[src/rtl/okset_pkg.sv]
// Shared types and constants for the ordered key set.
package okset_pkg;

    localparam int CAPACITY = 1024;
    localparam int KEY_W    = 32;
    localparam int KIND_W   = 3;
    localparam int OCC_W    = $clog2(CAPACITY + 1);
    localparam int GRP      = 32;
    localparam int NGRP     = (CAPACITY + GRP - 1) / GRP;
    localparam int S_DATA_W = 32;
    localparam int M_DATA_W = 40;

    localparam logic [KIND_W-1:0] KIND_INS  = 3'd0;
    localparam logic [KIND_W-1:0] KIND_DEL  = 3'd1;
    localparam logic [KIND_W-1:0] KIND_MEM  = 3'd2;
    localparam logic [KIND_W-1:0] KIND_SUCC = 3'd3;
    localparam logic [KIND_W-1:0] KIND_PRED = 3'd4;

    // broadcast from the controller to every cell
    typedef struct packed {
        logic                    cmp;
        logic                    ins;
        logic                    del;
        logic signed [KEY_W-1:0] key;
    } t_cell_ctl;

    // reduced search results
    typedef struct packed {
        logic                    present;
        logic                    pred_found;
        logic signed [KEY_W-1:0] pred_key;
        logic                    succ_found;
        logic signed [KEY_W-1:0] succ_key;
    } t_red;

endpackage

[src/rtl/okset_cell.sv]
// One cell of the sorted chain: holds a key, compares it, shifts with its neighbors.
module okset_cell (
    input  logic                             i_clk,
    input  logic                             i_rst_n,
    input  okset_pkg::t_cell_ctl             i_ctl,
    input  logic                             i_occ,
    input  logic                             i_left_lt,
    input  logic                             i_left_gt,
    input  logic                             i_right_lt,
    input  logic signed [okset_pkg::KEY_W-1:0] i_left_key,
    input  logic signed [okset_pkg::KEY_W-1:0] i_right_key,
    output logic                             o_lt,
    output logic                             o_gt,
    output logic                             o_eq,
    output logic signed [okset_pkg::KEY_W-1:0] o_key,
    output logic                             o_pred_sel,
    output logic                             o_succ_sel,
    output logic signed [okset_pkg::KEY_W-1:0] o_pred_key,
    output logic signed [okset_pkg::KEY_W-1:0] o_succ_key
);
    import okset_pkg::*;

    logic signed [KEY_W-1:0] r_key;
    logic                    r_lt;
    logic                    r_gt;
    logic                    r_eq;

    always_ff @(posedge i_clk) begin
        if (!i_rst_n) begin
            r_lt <= 1'b0;
            r_gt <= 1'b0;
            r_eq <= 1'b0;
        end else if (i_ctl.cmp) begin
            r_lt <= i_occ && (r_key < i_ctl.key);
            r_gt <= i_occ && (r_key > i_ctl.key);
            r_eq <= i_occ && (r_key == i_ctl.key);
        end
    end

    // insert: cells at or above the slot shift up; delete: they pull from the right
    always_ff @(posedge i_clk) begin
        if (i_ctl.ins && !r_lt) begin
            r_key <= i_left_lt ? i_ctl.key : i_left_key;
        end else if (i_ctl.del && !r_lt) begin
            r_key <= i_right_key;
        end
    end

    assign o_lt       = r_lt;
    assign o_gt       = r_gt;
    assign o_eq       = r_eq;
    assign o_key      = r_key;
    assign o_pred_sel = r_lt && !i_right_lt;
    assign o_succ_sel = r_gt && !i_left_gt;
    assign o_pred_key = o_pred_sel ? r_key : '0;
    assign o_succ_key = o_succ_sel ? r_key : '0;

endmodule

[config.mk]
export PLATFORM = sky130hd
export DESIGN_NAME = okset_cell
export DESIGN_NICKNAME = d
export VERILOG_FILES = /design/src/rtl/okset_pkg.sv /design/src/rtl/okset_cell.sv
export SDC_FILE = /design/constraint.sdc
export NUM_CORES = 1
export LEC_CHECK = 0
export BUFFER_PORTS_ARGS = -buffer_cell sky130_fd_sc_hd__buf_2
export CORE_MARGIN = 2
export CORE_UTILIZATION = 25
export CTS_CLUSTER_DIAMETER = 80
export DETAILED_ROUTE_END_ITERATION = 6
export GPL_TIMING_DRIVEN = 1
export HOLD_SLACK_MARGIN = 0.03
export PLACE_DENSITY = 0.56
export SYNTH_ARGS = -nofsm -noshare
export SYNTH_HDL_FRONTEND = slang
export SYNTH_SLANG_ARGS = --single-unit
export TNS_END_PERCENT = 50
[constraint.sdc]
create_clock -name i_clk -period 6.4 [get_ports i_clk]
set_input_delay 1.28 -clock i_clk [delete_from_list [all_inputs] [get_ports i_clk]]
set_output_delay 1.28 -clock i_clk [all_outputs]
set_load 0.005 [all_outputs]
### Word level (Yosys, flattened, before mapping)

Index checks and enable logic that the tools add are counted.

* register bits after elaboration: 35
* bits of input ports: 105
* output and inout bits: 101
* logic and storage cells: 23

* $lt $le $gt $ge: 2
* equality and inequality tests: 1
* mux-type cells: 5
* reductions and logical operators: 11

Operator list (number)
* $mux W32: 5
* $eq A32 B32 Y1: 1
* $gt A32 B32 Y1: 1
* $lt A32 B32 Y1: 1
* $logic_and A1 B1 Y1: 7
* $logic_not A1 Y1: 3
* $reduce_bool A2 Y1: 1

### Longest topological paths before layout

Gate-level depths: netlist of the first run.

* word-level depth: 4
* gate-level depth with buffers: 9
* depth with buffers taken out: 9

### Worst setup path after synthesis of the first run

OpenSTA, ideal clock, no wires.

* path kind: input to output
* start: in i_right_lt
* end: out o_pred_key[22] (netlist name)
* arrival time: 1896 ps
* required time: 5120 ps
* setup slack: 3224 ps
* stages on the path: 3
* path buffers: 1
* path through: nor2b_1 > clkbuf_1 > and2_1

* cells in the longest elaborated chain, start to end: 3

RTL lines
* from (decl): RTL line okset_cell.sv:9 `input logic i_right_lt,`
* $logic_not A1 Y1: RTL line okset_cell.sv:53 `assign o_pred_sel = r_lt && !i_right_lt;`
* $logic_and A1 B1 Y1: RTL line okset_cell.sv:53
* via o_pred_sel: RTL line okset_cell.sv:16 `output logic o_pred_sel,`
* $mux W32: RTL line okset_cell.sv:55 `assign o_pred_key = o_pred_sel ? r_key : '0;`
* to (decl): RTL line okset_cell.sv:18 `output logic signed [okset_pkg::KEY_W-1:0] o_pred_key,`

The timed path passes the listed nets, and every way through them passes these cells.

### Worst setup path in the final report of the first run

* start: in i_right_lt
* end: out o_pred_key[22] (netlist name)

* cells in the longest elaborated chain, start to end: 3

RTL lines (RTL line)
* $logic_not A1 Y1: okset_cell.sv:53
* $logic_and A1 B1 Y1: okset_cell.sv:53
* $mux W32: okset_cell.sv:55

Every way passes these cells.

==> results.md, run 1 <==
Outcome:
- The flow ran to the end, and the final reports show no timing, DRC or antenna violations.

Route:
- After detailed routing, the number of remaining DRC violations is 0.
- The DRC marker count from the first detailed-route iteration is 62.
- After detailed routing, the average wire length per cell comes to 13.2 um.
- The count of nets left with antenna violations once routing finished came out at 0.
- The final wirelength is 8970 um.
- Before antenna repair, the detailed router went through 5 iterations.
- After detailed routing, the number of vias per cell comes to 4.43.
- The final route contains 3023 vias.

Pwr:
- Across the VDD grid, the largest voltage drop is 0.0000916 V.
- The power per standard cell area is 179 mW/mm^2.
- The reported leakage power is 2.40 nW.

Cells and area:
- The synthesis-to-layout area growth is 42.8%.
- The final standard cell area without fillers is 0.00432 mm^2.
- The number of diodes added for antenna fixing is 0.
- The share of final-layout standard cells stronger than drive strength 1 is 0.411.
- At the end of the flow, the number of nets in the layout was 671.

Worst setup path:
- At the worst endpoint, the required time is 5120 ps.
- The critical-path maximum fanout is 33.
- For the worst flop-to-flop path, the logic depth is 8.
- The critical path startpoint category is an input port.
- STA classifies the critical path endpoint as an output port.
- STA puts the critical path data arrival time at 2660 ps.
- The kind of critical path is in2out.

Min path:
- The min-delay analysis places its worst path in the category reg2reg.
- The number of cells on the worst hold path is 2.

Global routing:
- The number of global-route vias before repair is 2867.
- The overall fraction of global-route tracks in use is 0.134.
- The residual overflow from global routing is 0.
- The initial antenna violation count is 0.
- The first global-routing pass estimated 13900 um of wire.
- The pin count of the biggest net entering global routing is 65.

Clocking:
- The number of buffers added by the clock tree synthesis step is 5.
- In this run, post-CTS repair resized a total of 0 instances.
- No sink is reached through more buffers than the 2 on the longest clock path.
- The count of buffers added by post-CTS timing repair for setup is 0.
- The clock drives 35 sinks.
- The clock edge transition at the registers on the reported setup and hold paths is 50 ps.
- The clock latency reported for the late side of the worst-skew pair is 270 ps.
- The H-tree was split into 2 levels.
- The quantity of hold-fixing buffers added after cts is 0.
- The TritonCTS clock tree is done.
- The tree is rooted in a sky130_fd_sc_hd__clkbuf_16.

Placement:
- At the end of routability-driven placement, the weighted congestion stood at 0.724.
- The number of buffers inserted by port buffering is 205.
- The placement-stage cell area is 0.00418 mm^2.
- The wire-length estimate of the detail-placed layout is 7030 um.

Timing:
- Setup violations remaining at the end of the flow were counted as 0.
- The number of max-slew violations in the final report is 0.
- Static timing analysis puts the maximum clock frequency at 254 MHz.
- The final number of hold-violating endpoints was 0.
- The setup TNS is 0 ps.
- At the pin with the least slew margin, the transition time is 1200 ps.
- The clock tree skew after final layout is 2.41 ps.
- The final critical delay including setup and external delays is 3940 ps.
- The worst pin sits at a relative slew slack of 0.194.
- Setup repair after global routing left no endpoint under its margin.
- The post-route clock period utilization is 0.616.

Synth:
- The post-synthesis cell type count is 33.
- Yosys mapped a number of flops with a built-in enable equal to 32.
- Of the synthesized area, sequential elements account for 0.338.
- The most frequently used cell type in the post-synthesis netlist is sky130_fd_sc_hd__and2_1.
- The number of nets in the synthesized netlist is 476.
- A synthesized cell averages 8.92 um^2.
- Yosys attributes the largest share of cell area to sky130_fd_sc_hd__edfxtp_1 32%, sky130_fd_sc_hd__and2_1 13%, sky130_fd_sc_hd__ha_1 13%.
- After synthesis, the most frequently instantiated cells are 64 x sky130_fd_sc_hd__and2_1, 40 x sky130_fd_sc_hd__nand2_1, 35 x sky130_fd_sc_hd__o21ai_0.
- The flop and latch count out of synthesis is 35.
- The summed instance area of the synthesized netlist is 0.00302 mm^2.
- The biggest area contributor in the post-synthesis netlist is sky130_fd_sc_hd__edfxtp_1.
- The Yosys warning count is 0.
- Synthesis produced a netlist whose cell count is 339.
- The share of synthesized area in the top cell type comes to 0.318.
- The share of synthesized flip-flops with an asynchronous set or reset is 0.
- The most used flip-flop cell after synthesis is sky130_fd_sc_hd__edfxtp_1.

Floorplanning:
- The number of placement rows is 40.
- The core area is 0.0119 mm^2.
- The effective utilization at floorplan is 0.254.
- The x dimension of the die is 114 um.
- The die covers 0.0130 mm^2.
- The vertical die dimension is 114 um.
- Pin placement for this block handled 206 I/O pins.

Flow run:
- Across the run, the number of max-cap violations was 0.
layout by cell type, fill, tap and decap left out, types with 2 or more instances in the layout:
cell type / netlist / final
sky130_fd_sc_hd__a21oi_1: 13 / 13
sky130_fd_sc_hd__and2_1: 64 / 64
sky130_fd_sc_hd__and4_1: 2 / 2
sky130_fd_sc_hd__buf_2: 3 / 205
sky130_fd_sc_hd__clkbuf_1: 14 / 2
sky130_fd_sc_hd__clkbuf_16: 0 / 5
sky130_fd_sc_hd__dfxtp_1: 3 / 3
sky130_fd_sc_hd__edfxtp_1: 32 / 32
sky130_fd_sc_hd__ha_1: 32 / 32
sky130_fd_sc_hd__inv_1: 32 / 32
sky130_fd_sc_hd__mux2i_1: 33 / 33
sky130_fd_sc_hd__nand2_1: 40 / 40
sky130_fd_sc_hd__nand2b_1: 3 / 2
sky130_fd_sc_hd__nand3_1: 5 / 5
sky130_fd_sc_hd__nand4_1: 4 / 4
sky130_fd_sc_hd__nor2_1: 3 / 2
sky130_fd_sc_hd__nor2b_1: 4 / 2
sky130_fd_sc_hd__nor2b_2: 0 / 2
sky130_fd_sc_hd__o211ai_1: 2 / 2
sky130_fd_sc_hd__o21ai_0: 35 / 35
state kept, by name, summed over array words and instances, names as in the netlist:
| name | cells |
|---|---|
| o_gt | 1 |
| o_lt | 1 |
| o_eq | 1 |
| o_key | 32 |
logic make-up (layout without fill, tap and decap cells):
| logic type | count (synthesis) | in the layout | synth area share |
|---|---|---|---|
| and+or+nand+nor | 131 | 131 | 0.246 |
| AOI/OAI and AO/OA | 59 | 59 | 0.113 |
| buffers and inverters | 49 | 245 | 0.0621 |
| DFF | 35 | 35 | 0.338 |
| muxes | 33 | 33 | 0.109 |
| adders and majority gates | 32 | 32 | 0.132 |
layout make-up:
type                            count  area, um^2
Clock inverter                      1        5.00
Fill cell                        1254        7590
Timing Repair Buffer              205        1030
Multi-Input combinational cell    255        1830
Sequential cell                    35        1020
Tap cell                          147         184
Clock buffer                        7         133
Inverter                           32         120
critical path, stage by stage:
cell and delay [ps]:
sky130_fd_sc_hd__buf_2 100, sky130_fd_sc_hd__nor2b_2 910, sky130_fd_sc_hd__and2_1 250, sky130_fd_sc_hd__buf_2 110
power breakdown:
| group | internal, mW | switching [mW] |
|---|---|---|
| Combinational | 0.107 | 0.116 |
| Clock | 0.144 | 0.0897 |
| Sequential | 0.288 | 0.0273 |
| Total | 0.539 | 0.233 |
metrics by stage:
step                setup WS [ps]  power (mW)  std cells  hold WS [ps]  utilization
finish                       2460       0.772        682           497        0.363
global route                 2310       0.833        682           529        0.363
CTS                          2400       0.790        682           489        0.363
detailed placement           2400       0.548        674           481        0.351
global placement             2490       0.543        674           470        0.351
floorplan                    3220       0.437        339           470            -
metal layers:
layer	GRT usage	share of wire
met5	0	0
met2	0.239	0.49
met4	0.0268	0.0054
met3	0.0223	0.052
met1	0.169	0.45
worst paths after layout:
check,startpoint,end,slack [ps]
setup / recovery,i_right_lt,o_pred_key[22],2460
hold / removal,o_eq,o_eq,500
setup reg to reg,o_key[10],o_lt,4030
hold reg to reg,o_eq,o_eq,500
(Power assumes the default switching activity.)
==> run 2, diff against run 1 <==
Settings changed: PLACE_DENSITY 0.56 to 0.58.
Clock period 6.4 ns to 3.3 ns, I/O delays scaled along.
==> results.md, run 2 (same netlist as run 1, synthesis figures left out) <==
Placement:
- Routability-driven placement finished with a final weighted congestion of 0.747.
- Detailed placement finished with a half-perimeter wire length of 7400 um.
- The pre-CTS worst setup slack is 666 ps.
- The number of buffers inserted by port buffering is 205.
- The cell count after placement is 679.

Clocking:
- The tree is rooted in a sky130_fd_sc_hd__clkbuf_16.
- The CTS H-tree depth is 2.
- Counting every sink on the clock net gives 35.
- The clock latency reported for the late side of the worst-skew pair is 280 ps.
- The number of clock buffers added by TritonCTS is 5.
- Buffers inserted to repair hold after CTS numbered 0.
- TritonCTS built the clock tree.
- In this run the post-CTS setup repair buffer count came out at 0.
- The number of gates resized after CTS was 0.
- The clock edge transition at the registers on the reported setup and hold paths is 60 ps.
- The maximum clock insertion buffer count is 2.

Pwr:
- In this run the power density over the cells is 367 mW/mm^2.
- The power share of the combinational group is 0.271.
- The share of total power dissipated in sequential elements is 0.379.
- IR analysis of the VDD net gives a maximum drop of 0.000231 V.
- Of the total power, the clock network draws 0.350.
- Summed over all nets, the switching power comes to 0.468 mW.
- The total chip power is 1.61 mW.
- The internal portion of total power is 1.14 mW.
- Of the total power, the share spent switching nets is 0.290.
- The reported leakage power is 2.45 nW.

Global routing:
- Summed over all layers, the global routing overflow is 0.
- The first-pass GRT wire length is 14200 um.
- Entering global routing, the biggest net connects 65 pins.
- The overall fraction of global-route tracks in use is 0.137.
- The number of global-route vias before repair came to 2939.
- The initial antenna violation count is 0.

Route:
- The mean routed wirelength per cell is 13.5 um.
- The count of nets left with antenna violations once routing finished came out at 0.
- The number of detailed-routing iterations run before antenna repair is 4.
- The final wirelength is 9250 um.
- Across all layers, the routed design uses 3071 vias.
- For this run, design rule violations remaining after detail routing come to 0.
- The DRC marker count from the first detailed-route iteration is 86.
- Using the TritonRoute via totals, the vias-per-cell ratio works out to 4.47.

Cells and area:
- For this run, the post-layout net count is 676.
- The register with the most flip-flops in the layout has 32 of them.
- Once layout is complete, the cells apart from fillers number 687.
- The library cell used most frequently in the layout, excluding fill and tap cells, is sky130_fd_sc_hd__buf_2.
- Of the cells placed in the final design, the portion with a size suffix greater than 1 is 0.420.
- The synthesis-to-layout area growth is 45.3%.
- In the layout the commonest cells are 205 x sky130_fd_sc_hd__buf_2, 64 x sky130_fd_sc_hd__and2_1, 40 x sky130_fd_sc_hd__nand2_1.
- The number of diodes added for antenna fixing is 0.

Worst setup path:
- The critical path capture point type is an output port.
- The data required time of the critical path is 2640 ps.
- The arrival time at the worst endpoint is 1900 ps.
- The reg-to-reg setup timing slack is 1050 ps.
- The setup path with the least slack is of type in2out.
- In this run the worst path has a maximum fanout of 17.
- The critical path startpoint category is an input port.

Timing:
- The setup TNS is 0 ps.
- For the pin with the worst max-slew slack, the measured transition is 1100 ps.
- Measured against its own limit, the worst slew margin works out to 0.269.
- The final number of hold-violating endpoints is 0.
- Clock skew on the completed layout was measured at 8.67 ps.
- The smallest clock period supported by the final layout is computed as 2560 ps.
- The post-route clock period utilization is 0.775.
- Once routing completed, OpenROAD measured the worst setup slack at 742 ps.
- Setup repair after global routing left no endpoint under its margin.
- The number of max-slew violations in the final report is 0.
- Derived from the worst setup path, the maximum achievable clock frequency is 391 MHz.
- Setup violations remaining at the end of the flow were counted as 0.

Floorplanning:
- The top-level I/O count is 206.
- The x dimension of the die is 114 um.
- The vertical die dimension is 114 um.
- The die covers 0.0130 mm^2.
- The effective utilization at floorplan is 0.254.
- The number of placement rows is 40.
- The floorplan step defined a core boundary enclosing 0.0119 mm^2.

Min path:
- In this run the worst hold path is classified as reg2reg.

Outcome:
- The run finished with clean final reports.

Flow run:
- The number of maximum-capacitance violations is 0.
## run 2: changes by cell type in the layout (fill, tap and decap cells not counted)
cell / before / now
sky130_fd_sc_hd__buf_4: 0 / 5
sky130_fd_sc_hd__clkbuf_1: 2 / 0
sky130_fd_sc_hd__bufinv_16: 0 / 1
sky130_fd_sc_hd__clkbuf_8: 0 / 1
## run 2: area by class of cell
type                    instances  area [um^2]
well taps                     147          184
fillers                      1268         7520
flip-flops and latches         35         1020
clock buffers                   6          139
multi-input cells             255         1830
clock inverters                 2         35.0
repair buffers                210         1060
inverters                      32          120
## run 2: stage by stage
step,hold slack (ps),utilization,cell area [um^2]
global placement,470,0.354,4220
finish,494,0.369,4390
CTS,500,0.369,4390
global route,538,0.369,4390
floorplan,470,-,3020
detailed placement,489,0.354,4220
## run 2: routing by layer
| layer | wire length (um) | GRT usage |
|---|---|---|
| met1 | 4150 | 0.176 |
| met4 | 31 | 0.0220 |
| met5 | 0 | 0 |
| met2 | 4560 | 0.244 |
| met3 | 507 | 0.0250 |
## run 2: worst max-delay path, cell delays in order
cell	delay, ps
sky130_fd_sc_hd__buf_2	100
sky130_fd_sc_hd__nor2b_2	550
sky130_fd_sc_hd__buf_4	320
sky130_fd_sc_hd__and2_1	150
sky130_fd_sc_hd__buf_2	110
## run 2: final timing paths
check / from / to / cells after the start
setup / recovery: i_left_gt / o_succ_key[6] / 5
hold / removal: o_eq / o_eq / 2
setup reg to reg: o_key[5] / o_lt / 8
hold reg to reg: o_eq / o_eq / 2
## run 2: power groups by stage
stage | registers [mW] | clock network [mW] | logic [mW]
global placement | 0.618 | 0 | 0.436
global route | 0.622 | 0.594 | 0.499
finish | 0.611 | 0.564 | 0.437
CTS | 0.613 | 0.575 | 0.446
floorplan | 0.613 | 0 | 0.235
detailed placement | 0.622 | 0 | 0.444
